[config.mk]
export PLATFORM = sky130hd
export DESIGN_NAME = wall_sensor_analyser_unit_flat
export DESIGN_NICKNAME = d
export VERILOG_FILES = /design/src/hw/rtl/wsa_pkg.sv /design/src/hw/rtl/wsa_if.sv /design/src/hw/rtl/wsa_cell.sv /design/src/hw/rtl/wall_sensor_analyser_unit.sv /design/src/flat_wrapper.sv
export SDC_FILE = /design/constraint.sdc
export NUM_CORES = 1
export LEC_CHECK = 0
export ABC_CLOCK_PERIOD_IN_PS = 5800
export BUFFER_PORTS_ARGS = -buffer_cell sky130_fd_sc_hd__clkbuf_2
export CORE_ASPECT_RATIO = 2
export CORE_MARGIN = 1.5
export CORE_UTILIZATION = 55
export CTS_BUF_LIST = sky130_fd_sc_hd__clkbuf_4 sky130_fd_sc_hd__clkbuf_8
export CTS_CLUSTER_DIAMETER = 150
export DETAILED_ROUTE_END_ITERATION = 10
export PLACE_DENSITY = 0.71
export SKIP_CTS_REPAIR_TIMING = 1
export SYNTH_ARGS = -nofsm -noshare
export SYNTH_HDL_FRONTEND = slang
export SYNTH_SLANG_ARGS = --single-unit
[constraint.sdc]
create_clock -name clk -period 5.8 [get_ports clk]
set_input_delay 0.29 -clock clk [delete_from_list [all_inputs] [get_ports clk]]
set_output_delay 0.29 -clock clk [all_outputs]
set_load 0.005 [all_outputs]
[src/hw/rtl/wsa_pkg.sv]
// Shared constants for the wall sensor analyser: config register indexes.
package wsa_pkg;

	localparam int CFG_IDX_W = 3;

	typedef logic [CFG_IDX_W-1:0] cfg_idx_t;

	localparam cfg_idx_t REG_SIDE_REF_LEFT   = 3'd0;
	localparam cfg_idx_t REG_SIDE_REF_RIGHT  = 3'd1;
	localparam cfg_idx_t REG_ANGLE_REF_LEFT  = 3'd2;
	localparam cfg_idx_t REG_ANGLE_REF_RIGHT = 3'd3;
	localparam cfg_idx_t REG_EXIST_THRESH    = 3'd4;
	localparam cfg_idx_t REG_STEP_DISABLE    = 3'd5;
	localparam cfg_idx_t REG_EDGE_DROP       = 3'd6;
	localparam cfg_idx_t REG_CENTER_CLIP     = 3'd7;

endpackage

[src/hw/rtl/wsa_if.sv]
// Valid/ready channel interfaces: sensor samples, analysis results, config writes.
interface wsa_sample_if #(parameter int SAMPLE_BITS = 12);
	logic                   valid;
	logic                   ready;
	logic [SAMPLE_BITS-1:0] sensor_left;
	logic [SAMPLE_BITS-1:0] sensor_right;
	logic [SAMPLE_BITS-1:0] sensor_front;

	modport source (output valid, sensor_left, sensor_right, sensor_front, input ready);
	modport sink   (input valid, sensor_left, sensor_right, sensor_front, output ready);
endinterface

interface wsa_result_if #(parameter int SAMPLE_BITS = 12);
	logic                          valid;
	logic                          ready;
	logic                          wall_left;
	logic                          wall_right;
	logic                          wall_front;
	logic                          edge_left;
	logic                          edge_right;
	logic signed [SAMPLE_BITS:0]   lateral_offset;
	logic signed [SAMPLE_BITS+1:0] front_distance;
	logic signed [SAMPLE_BITS+1:0] heading_angle;

	modport source (output valid, wall_left, wall_right, wall_front, edge_left, edge_right,
		lateral_offset, front_distance, heading_angle, input ready);
	modport sink   (input valid, wall_left, wall_right, wall_front, edge_left, edge_right,
		lateral_offset, front_distance, heading_angle, output ready);
endinterface

interface wsa_cfg_if #(parameter int SAMPLE_BITS = 12);
	import wsa_pkg::*;
	logic                     valid;
	logic                     ready;
	cfg_idx_t                 index;
	logic [3*SAMPLE_BITS-1:0] data;

	modport source (output valid, index, data, input ready);
	modport sink   (input valid, index, data, output ready);
endinterface

[src/hw/rtl/wsa_cell.sv]
// One offset history cell: holds an entry, flags zero, passes it on when the chain shifts.
module wsa_cell #(
	parameter int W = 13
) (
	input  logic         clk,
	input  logic         arst_n,
	input  logic         shift_en,
	input  logic [W-1:0] d,
	output logic [W-1:0] q,
	output logic         q_zero
);
	import wsa_pkg::*;

	logic [W-1:0] entry_q;

	always_ff @(posedge clk or negedge arst_n) begin
		if (!arst_n) begin
			entry_q <= '0;
		end else if (shift_en) begin
			entry_q <= d;
		end
	end

	assign q      = entry_q;
	assign q_zero = (entry_q == '0);

endmodule

[src/hw/rtl/wall_sensor_analyser_unit.sv]
// Wall sensor analyser top level: side/front wall flags, edges, offset history chain.
//
//  channel  | dir | carries
//  ---------+-----+------------------------------------------------------------
//  samples  | in  | sensor_left, sensor_right, sensor_front
//  result   | out | wall/edge flags, lateral_offset, front_distance, heading_angle
//  cfg      | in  | index, data (always ready)
//
// Two register stages; one request per cycle sustained while the result is not stalled.
// Stage 1 forms deviations and flags, stage 2 clips and scans the history cell chain.
// Reset clears config to defaults, previous samples and every history cell.
// A stalled result holds the output register; stage 1 still fills behind it.
module wall_sensor_analyser_unit #(
	parameter int HISTORY_DEPTH = 4,
	parameter int SAMPLE_BITS   = 12
) (
	input logic         clk,
	input logic         arst_n,
	wsa_sample_if.sink  samples,
	wsa_result_if.source result,
	wsa_cfg_if.sink     cfg
);
	import wsa_pkg::*;

	localparam int N     = SAMPLE_BITS;
	localparam int NCELL = HISTORY_DEPTH - 1;

	// config
	logic [N-1:0]   side_ref_left_q, side_ref_right_q;
	logic [N-1:0]   angle_ref_left_q, angle_ref_right_q;
	logic [3*N-1:0] exist_q;
	logic [N-1:0]   step_q, drop_q, clip_q;

	assign cfg.ready = 1'b1;

	always_ff @(posedge clk or negedge arst_n) begin
		if (!arst_n) begin
			side_ref_left_q   <= '0;
			side_ref_right_q  <= '0;
			angle_ref_left_q  <= '0;
			angle_ref_right_q <= '0;
			exist_q           <= '0;
			step_q            <= '1;
			drop_q            <= '1;
			clip_q            <= '1;
		end else if (cfg.valid) begin
			case (cfg.index)
				REG_SIDE_REF_LEFT:   side_ref_left_q   <= cfg.data[N-1:0];
				REG_SIDE_REF_RIGHT:  side_ref_right_q  <= cfg.data[N-1:0];
				REG_ANGLE_REF_LEFT:  angle_ref_left_q  <= cfg.data[N-1:0];
				REG_ANGLE_REF_RIGHT: angle_ref_right_q <= cfg.data[N-1:0];
				REG_EXIST_THRESH:    exist_q           <= cfg.data;
				REG_STEP_DISABLE:    step_q            <= cfg.data[N-1:0];
				REG_EDGE_DROP:       drop_q            <= cfg.data[N-1:0];
				REG_CENTER_CLIP:     clip_q            <= cfg.data[N-1:0];
				default: ;
			endcase
		end
	end

	// handshake
	logic v_s1, v_s2, adv2, accept;

	assign adv2          = v_s1 && (!v_s2 || result.ready);
	assign samples.ready = !v_s1 || adv2;
	assign accept        = samples.valid && samples.ready;
	assign result.valid  = v_s2;

	always_ff @(posedge clk or negedge arst_n) begin
		if (!arst_n) begin
			v_s1 <= 1'b0;
			v_s2 <= 1'b0;
		end else begin
			if (accept) begin
				v_s1 <= 1'b1;
			end else if (adv2) begin
				v_s1 <= 1'b0;
			end
			if (adv2) begin
				v_s2 <= 1'b1;
			end else if (result.ready) begin
				v_s2 <= 1'b0;
			end
		end
	end

	// stage 1
	logic [N-1:0] last_left_q, last_right_q;
	logic [N-1:0] l, r, f, thr_l, thr_r, thr_f;
	logic [N-1:0] jd_l, jd_r;
	logic         wl, wr, wf, el, er;
	logic signed [N:0]   dev_l, dev_r, al, ar;
	logic signed [N+1:0] front, angle;

	assign l     = samples.sensor_left;
	assign r     = samples.sensor_right;
	assign f     = samples.sensor_front;
	assign thr_l = exist_q[N-1:0];
	assign thr_r = exist_q[2*N-1:N];
	assign thr_f = exist_q[3*N-1:2*N];

	always_comb begin
		jd_l  = (l > last_left_q) ? (l - last_left_q) : (last_left_q - l);
		jd_r  = (r > last_right_q) ? (r - last_right_q) : (last_right_q - r);
		wl    = l > thr_l;
		wr    = r > thr_r;
		wf    = f > thr_f;
		el    = !wl && (last_left_q > thr_l) && (last_left_q > l)
			&& ((last_left_q - l) > drop_q);
		er    = !wr && (last_right_q > thr_r) && (last_right_q > r)
			&& ((last_right_q - r) > drop_q);
		dev_l = $signed({1'b0, l}) - $signed({1'b0, side_ref_left_q});
		dev_r = $signed({1'b0, r}) - $signed({1'b0, side_ref_right_q});
		if (!wl || (jd_l > step_q)) begin
			dev_l = '0;
		end
		if (!wr || (jd_r > step_q)) begin
			dev_r = '0;
		end
		al    = $signed({1'b0, l}) - $signed({1'b0, angle_ref_left_q});
		ar    = $signed({1'b0, r}) - $signed({1'b0, angle_ref_right_q});
		front = $signed({al[N], al}) + $signed({ar[N], ar});
		angle = $signed({al[N], al}) - $signed({ar[N], ar});
	end

	logic                wl_s1, wr_s1, wf_s1, el_s1, er_s1;
	logic signed [N:0]   dev_l_s1, dev_r_s1;
	logic signed [N+1:0] front_s1, angle_s1;

	always_ff @(posedge clk or negedge arst_n) begin
		if (!arst_n) begin
			last_left_q  <= '0;
			last_right_q <= '0;
		end else if (accept) begin
			last_left_q  <= l;
			last_right_q <= r;
		end
	end

	always_ff @(posedge clk) begin
		if (accept) begin
			wl_s1    <= wl;
			wr_s1    <= wr;
			wf_s1    <= wf;
			el_s1    <= el;
			er_s1    <= er;
			dev_l_s1 <= dev_l;
			dev_r_s1 <= dev_r;
			front_s1 <= front;
			angle_s1 <= angle;
		end
	end

	// stage 2: clip, history chain
	logic signed [N+1:0] off, lim, off_clip;
	logic signed [N:0]   off_new;
	logic [N:0]          cell_d [NCELL+1];
	logic [NCELL-1:0]    cell_zero;
	logic                any_zero;

	always_comb begin
		off = $signed({dev_l_s1[N], dev_l_s1}) - $signed({dev_r_s1[N], dev_r_s1});
		lim = $signed({2'b00, clip_q});
		if (off > lim) begin
			off_clip = lim;
		end else if (off < -lim) begin
			off_clip = -lim;
		end else begin
			off_clip = off;
		end
		off_new  = off_clip[N:0];
		any_zero = (off_new == '0) || (|cell_zero);
	end

	assign cell_d[0] = off_new;

	genvar gi;
	generate
		for (gi = 0; gi < NCELL; gi++) begin : g_cell
			wsa_cell #(
				.W(N + 1)
			) u_cell (
				.clk     (clk),
				.arst_n  (arst_n),
				.shift_en(adv2),
				.d       (cell_d[gi]),
				.q       (cell_d[gi+1]),
				.q_zero  (cell_zero[gi])
			);
		end
	endgenerate

	logic                wl_s2, wr_s2, wf_s2, el_s2, er_s2;
	logic signed [N:0]   lat_s2;
	logic signed [N+1:0] front_s2, angle_s2;

	always_ff @(posedge clk) begin
		if (adv2) begin
			wl_s2    <= wl_s1;
			wr_s2    <= wr_s1;
			wf_s2    <= wf_s1;
			el_s2    <= el_s1;
			er_s2    <= er_s1;
			lat_s2   <= any_zero ? '0 : off_new;
			front_s2 <= front_s1;
			angle_s2 <= angle_s1;
		end
	end

	assign result.wall_left      = wl_s2;
	assign result.wall_right     = wr_s2;
	assign result.wall_front     = wf_s2;
	assign result.edge_left      = el_s2;
	assign result.edge_right     = er_s2;
	assign result.lateral_offset = lat_s2;
	assign result.front_distance = front_s2;
	assign result.heading_angle  = angle_s2;

endmodule
[src/flat_wrapper.sv]
// flat-port wrapper written by rule: the top's interface ports become plain ports
module wall_sensor_analyser_unit_flat import wsa_pkg::*;
#(
	parameter int HISTORY_DEPTH = 4,
	parameter int SAMPLE_BITS   = 12
)
  (clk, arst_n, samples_valid, samples_sensor_left, samples_sensor_right, samples_sensor_front, samples_ready, result_valid, result_wall_left, result_wall_right, result_wall_front, result_edge_left, result_edge_right, result_lateral_offset, result_front_distance, result_heading_angle, result_ready, cfg_valid, cfg_index, cfg_data, cfg_ready);
  wsa_sample_if #(.SAMPLE_BITS(SAMPLE_BITS)) samples_i ();
  wsa_result_if #(.SAMPLE_BITS(SAMPLE_BITS)) result_i ();
  wsa_cfg_if #(.SAMPLE_BITS(SAMPLE_BITS)) cfg_i ();
  input logic clk;
  input logic arst_n;
  input wire logic [$bits(samples_i.valid)-1:0] samples_valid;
  input wire logic [$bits(samples_i.sensor_left)-1:0] samples_sensor_left;
  input wire logic [$bits(samples_i.sensor_right)-1:0] samples_sensor_right;
  input wire logic [$bits(samples_i.sensor_front)-1:0] samples_sensor_front;
  output wire logic [$bits(samples_i.ready)-1:0] samples_ready;
  output wire logic [$bits(result_i.valid)-1:0] result_valid;
  output wire logic [$bits(result_i.wall_left)-1:0] result_wall_left;
  output wire logic [$bits(result_i.wall_right)-1:0] result_wall_right;
  output wire logic [$bits(result_i.wall_front)-1:0] result_wall_front;
  output wire logic [$bits(result_i.edge_left)-1:0] result_edge_left;
  output wire logic [$bits(result_i.edge_right)-1:0] result_edge_right;
  output wire logic [$bits(result_i.lateral_offset)-1:0] result_lateral_offset;
  output wire logic [$bits(result_i.front_distance)-1:0] result_front_distance;
  output wire logic [$bits(result_i.heading_angle)-1:0] result_heading_angle;
  input wire logic [$bits(result_i.ready)-1:0] result_ready;
  input wire logic [$bits(cfg_i.valid)-1:0] cfg_valid;
  input wire logic [$bits(cfg_i.index)-1:0] cfg_index;
  input wire logic [$bits(cfg_i.data)-1:0] cfg_data;
  output wire logic [$bits(cfg_i.ready)-1:0] cfg_ready;
  assign samples_i.valid = samples_valid;
  assign samples_i.sensor_left = samples_sensor_left;
  assign samples_i.sensor_right = samples_sensor_right;
  assign samples_i.sensor_front = samples_sensor_front;
  assign samples_ready = samples_i.ready;
  assign result_valid = result_i.valid;
  assign result_wall_left = result_i.wall_left;
  assign result_wall_right = result_i.wall_right;
  assign result_wall_front = result_i.wall_front;
  assign result_edge_left = result_i.edge_left;
  assign result_edge_right = result_i.edge_right;
  assign result_lateral_offset = result_i.lateral_offset;
  assign result_front_distance = result_i.front_distance;
  assign result_heading_angle = result_i.heading_angle;
  assign result_i.ready = result_ready;
  assign cfg_i.valid = cfg_valid;
  assign cfg_i.index = cfg_index;
  assign cfg_i.data = cfg_data;
  assign cfg_ready = cfg_i.ready;
  wall_sensor_analyser_unit #(.HISTORY_DEPTH(HISTORY_DEPTH), .SAMPLE_BITS(SAMPLE_BITS)) u_core (.clk(clk), .arst_n(arst_n), .samples(samples_i), .result(result_i), .cfg(cfg_i));
endmodule
# Yosys cells after proc, flatten, opt, wreduce, memory -nomap -nowiden
# Cells that the tools add are included.
[op_classes] muxes=8 n_shift=0 add_sub_neg=12 n_div=0 reduce_logical=33 n_lt_le_gt_ge=15 bitwise=0 eq_ne=7 mul=0
[ops] cell="$gt 12x12->1" n=13
[ops] cell="$logic_not 13->1" n=4
[ops] cell="$sub 12x12->13" n=4
[ops] cell="$sub 12x12->12" n=4
[ops] cell="$sub 13x13->14" n=2
[ops] cell="$mux 13" n=2
[ops] cell="$mux 12" n=2
[ops] cell="$reduce_and 2->1" n=8
[ops] cell="$add 13x13->14" n=1
[ops] cell="$gt 14x13->1" n=1
[ops] cell="$lt 14x14->1" n=1
[ops] cell="$neg 12->14" n=1
[ops] cell="$eq 3x3->1 const B" n=4
[ops] cell="$logic_and 1x1->1" n=8
[ops] cell="$eq 3x2->1 const B" n=2
[ops] cell="$logic_or 1x1->1" n=5
[ops] cell="$logic_not 1->1" n=4
[ops] cell="$mux 1" n=4
[ops] cell="$reduce_bool 2->1" n=2
[ops] cell="$eq 3x1->1 const B" n=1
[ops] cell="$logic_not 3->1" n=1
[ops] cell="$reduce_or 3->1" n=1
[word_totals] register_bits=290 latch_bits=0 memories=0 rom_bits=0 ram_bits=0 in_bits=80

# Logic depth before layout (Yosys ltp)
[logic_depth] word_depth=6 ltp_mapped=23

# Hierarchy
# Synthesis repeated with hierarchy kept, for this count alone.
[hier_totals] hier_cells=2072 area_unflattened_um2=20380.8
[modules_own_cells] mod="wall_sensor_analyser_unit" cells_per_inst=1976 area_per_inst_um2=18729.2 n_inst=1
[modules_own_cells] mod="wsa_cell" cells_per_inst=32 area_per_inst_um2=550.5 n_inst=3

# Worst setup path after synthesis
# Ideal clock, no wire load.
[synth_timing] path_kind="register to register" startpoint="reg u_core.last_left_q[2]" endpoint="reg u_core.dev_l_s1[4] (data pin)" path_buffers=2 arrival_time_ps=4180 setup_slack_ps=1350 path_stages_with_launch=20 required_time_ps=5530 period_less_slack_ps=4450 path_cell_list="dfrtp_1 ha_1 clkbuf_1 a21o_1 a21o_1 a211oi_1 o21bai_1 a21o_1 a221o_1 a221o_1 mux2i_1 xnor2_1 ha_1 nand4_1 or2_2 o21ai_0 o22ai_1 nand3_1 clkbuf_1 nor3_1"
[synth_via] elab_chain_len=4
[synth_lines] element="start: declaration" line_no="wall_sensor_analyser_unit.sv:88" rtl="logic [N-1:0] last_left_q, last_right_q;"
[synth_lines] element="start signal: assignment" line_no="wall_sensor_analyser_unit.sv:135" rtl="last_left_q <= l;"
[synth_lines] element="$sub 12x12->12 or $gt 12x12->1 (tied branches)" line_no="wall_sensor_analyser_unit.sv:103" rtl="jd_l = (l > last_left_q) ? (l - last_left_q) : (last_left_q - l);"
[synth_lines] element="$mux 12 (*)" line_no="wall_sensor_analyser_unit.sv:103"
[synth_lines] element="$gt 12x12->1 (*)" line_no="wall_sensor_analyser_unit.sv:114" rtl="if (!wl || (jd_l > step_q)) begin"
[synth_lines] element="$logic_or 1x1->1 (*)" line_no="wall_sensor_analyser_unit.sv:114"
[synth_lines] element="end signal: assignment" line_no="wall_sensor_analyser_unit.sv:147" rtl="dev_l_s1 <= dev_l;"
[synth_lines] element="end: declaration" line_no="wall_sensor_analyser_unit.sv:127" rtl="logic signed [N:0] dev_l_s1, dev_r_s1;"
# Every way passes the cells marked *; elsewhere a longest branch is shown, timed or not.
# A chain may end at the register's enable or synchronous reset.

# Worst setup path after layout
[layout_timing] startpoint="reg u_core.last_left_q[2]" endpoint="reg u_core.dev_l_s1[6] (data pin)"
# The elaborated chain is that of the path after synthesis.

==> results by group <==
STA
  • Tcrit/Tclk final: 0.919
  • TNS Setup: 0 ns
  • Fin. Hold Viols: 2
  • Unrepaired setup endpoints after global routing: no
  • Setup violators final: 0
  • Max-slew headroom: 0.301
  • Clock Skews: 0.0238 ns
  • Max Slew Vio Count: 0
  • Worst Tran Pin Value: 1.05 ns
  • Fmax achieved: 188 MHz
  • Hold WS: -0.00421 ns
  • Final min period: 5.33 ns

Clock tree
  • H-tree depth: 2
  • Clock sink count: 288
  • TritonCTS buffer count: 43
  • Clk slew on worst S/H paths: 0.07 ns
  • Clock root cell: clkbuf_8
  • CTS Buffer Depth: 3
  • CTS tree: done
  • Worst-Skew Late Latency: 0.62 ns

Power and ir drop
  • Psw: 3.93 mW
  • Combinational Power Share: 0.490
  • Cell Int Power: approximately 6.0 mW
  • Maximum vdd ir drop: approximately 260 µV
  • Leakage: 10.7 nW
  • Power Density: roughly 450 mW/mm²
  • Switching share of power: 0.396
  • Power, Total: between 9 and 10 mW
  • Sequential share of power: 0.321
  • Clock power frac: 0.189

Place
  • Placed Area: between 0.02 and 0.025 mm²
  • Routability cong.: ~0.98
  • HPWL Detailed: 41800 µm
  • Port bufs: roughly 130
  • Placed insts: 2629

Cells and area
  • Post-route insts no fill: 2736
  • Commonest non-fill, non-tap cell in the layout: ha_1
  • Area growth, synth to finish: 11.4%
  • Most frequent cells in the layout: 266 x ha_1, 261 x inv_1, 225 x nand2_1
  • Finished Cell Area: 0.0223 mm²
  • Nets@finish: 2607
  • Share of post-route cells with drive strength above 1: 0.148

Floorplanning
  • Row count: 98
  • I/O pin count: 129
  • DIE AREA: 0.0375 mm²
  • Die X: 138 µm
  • Core ar.: 0.0358 mm²
  • Initial Util: 0.558
  • Die H: 273 µm

Setup path
  • Reg2reg setup slack: 0.47 ns
  • Critical path origin: u_core.last_left_q[2]$_DFFE_PN0P_
  • WP data arrival: 5.75 ns
  • Startpoint types: flip-flop
  • R2r startpoint: u_core.last_left_q[2]$_DFFE_PN0P_
  • CP endpoint: u_core.dev_l_s1[6]$_SDFFCE_PP0P_
  • R2R depth: 20
  • Crit path max fanout: 11
  • Reg2reg end: u_core.dev_l_s1[6]$_SDFFCE_PP0P_
  • Critical path class: flip-flop to flip-flop
  • Worst Path Required: 6.22 ns
  • Crit. End Element: flip-flop

Outcome
  • Outcome: finished with violations
  • Failing checks: negative hold slack

Yosys
  • Synth Area in Simple Gates: 0.128
  • Syn Std Cell Area: about 0.02 mm²
  • Sequential-to-total area share from yosys stat: 0.389
  • Async SR Flop Fraction: 0.642
  • Main combinational cell family by area after synthesis: adder cells
  • Synth cell types: 79
  • Mux share of post-synthesis cell area: 0.0480
  • Synth Net Count: 2464
  • Synth Flop Type: dfrtp_1
  • EDFF count, synth: 103
  • Post-Syn Area per Cell: 9.48 µm²
  • Flops & latches, synth: 288
  • Xor and xnor area share after synthesis: 0.0423
  • Syn. warnings: 0
  • Compound-Gate Fraction of Synth Area: 0.151
  • Mapped Cells: 2107
  • Adder and majority gate portion of the synthesized area: 0.178

Global routing
  • Vias in the first global route: 16093
  • Largest net degree at the start of global routing: between 80 and 90
  • Initial antenna violation count: 1
  • Total grt overflow: 0
  • First-pass GRT wire length: 83100 µm
  • Tot GR Track Use: 0.294

Routing
  • DR vias/cell: 5.75
  • Post-DR wirelength/cell: 19.7 µm
  • 1st-iter DRT viols: 683
  • DR pass1 iterations: 5
  • Vias: approximately 16000
  • Detail Route Antenna Nets: 0
  • Final WL: 53800 µm
  • Drt drc: 0

Job
  • Max Cap Viol: 0

Min path
  • Hold crit path type: primary input to flip-flop
[sequential cells by signal (all words and copies together), names as in the netlist, 13 cells and up]
| name | count |
|---|---|
| u_core.exist_q | 36 |
| u_core.angle_s1 | 14 |
| u_core.dev_l_s1 | 13 |
| u_core.g_cell.u_cell.q | 39 |
| u_core.front_s1 | 13 |
| u_core.dev_r_s1 | 13 |
| u_core.result.heading_angle | 14 |
| u_core.result.front_distance | 13 |
| u_core.result.lateral_offset | 13 |
[cell type report]
class / count / area [µm²]
Clock inverter: 16 / 165
Fill cell: 3133 / 13600
Clock buffer: 64 / 800
Multi-Input combinational cell: 1486 / 10900
Timing Repair Buffer: 168 / 1020
Inverter: 263 / 987
Antenna cell: 1 / 2.50
Sequential cell: 288 / 7770
Tap cell: 450 / 563
[critical path, cell delays in order (launching register included)]
cell and delay, ns:
dfrtp_1 0.42, ha_1 0.48, a21o_1 0.16, a21oi_1 0.07
nor2b_1 0.12, o21a_1 0.14, o41ai_1 0.10, or2_2 0.29
a21oi_1 0.81, buf_4 0.26, mux2_2 0.34, ha_1 0.29
nor2b_1 0.13, o21ai_0 0.16, nand2b_1 0.09, a21oi_1 0.15
o21ai_0 0.09, o22ai_1 0.40, nand3_1 0.17, buf_4 0.21
nor3_1 0.25
[per-stage QoR]
step	util	setup WS, ns	hold WS [ns]
after floorplan	-	1.35	-0.00559
after global placement	0.587	0.570	0.378
after detailed placement	0.587	0.504	0.388
after CTS	0.614	0.488	-0.271
after global routing	0.621	0.0786	0.0171
final	0.621	0.469	-0.00421
[metal layers]
metal | vias up | GRT usage | part of all wire
met5 | - | 0 | 0
met4 | 0 | 0.230 | 0.093
met3 | 208 | 0.0403 | 0.039
met2 | 426 | 0.555 | 0.53
met1 | 7488 | 0.275 | 0.34
li1 | 7601 | - | -
[logic make-up after synthesis]
family	Yosys count
xor+xnor	95
mux	88
flops	288
compound gates	477
simple gates	547
fa+ha+maj	278
buf+inv	333
other cells	1
[cell usage after synthesis (all sizes together), types with 17 or more instances]
cell type	instances	area, µm²
a21oi	95	475
nand3	22	110
ha	266	3330
nor2	102	383
inv	263	987
nand2b	26	163
nand4	38	238
o21ai	176	881
a21o	79	594
xnor2	66	578
clkbuf	55	208
dfrtp	149	3730
edfxtp	103	3090
nor2b	26	163
mux2	62	698
mux2i	26	260
nor3	54	270
nand2	225	845
dfstp	36	946
a21boi	17	128
xor2	28	245
[worst min-delay path by stage]
stage / startpoint / depth (start not counted) / to / slack, ns
final: result_ready / 3 / u_core.result.valid$_DFFE_PN0P_ / -0.004
after global routing: result_ready / 3 / u_core.v_s1$_DFFE_PN0P_ / 0.02
after CTS: arst_n / 1 / u_core.exist_q[18]$_DFFE_PN0P_ / -0.27
after detailed placement: arst_n / 1 / u_core.angle_ref_right_q[1]$_DFFE_PN0P_ / 0.39
after global placement: arst_n / 1 / u_core.exist_q[13]$_DFFE_PN0P_ / 0.38
after floorplan: arst_n / 0 / u_core.angle_ref_left_q[0]$_DFFE_PN0P_ / -0.006
[power by group through the flow]
stage / logic, mW / registers [mW] / clock network (mW)
2_1_floorplan: 3.59 / 3.14 / 0
3_3_place_gp: 4.64 / 3.21 / 0
3_5_place_dp: 4.81 / 3.23 / 0
4_1_cts: 4.84 / 3.19 / 1.92
5_1_grt: 5.45 / 3.26 / 1.99
6_report: 4.87 / 3.19 / 1.87
(Power assumes the default switching activity.)
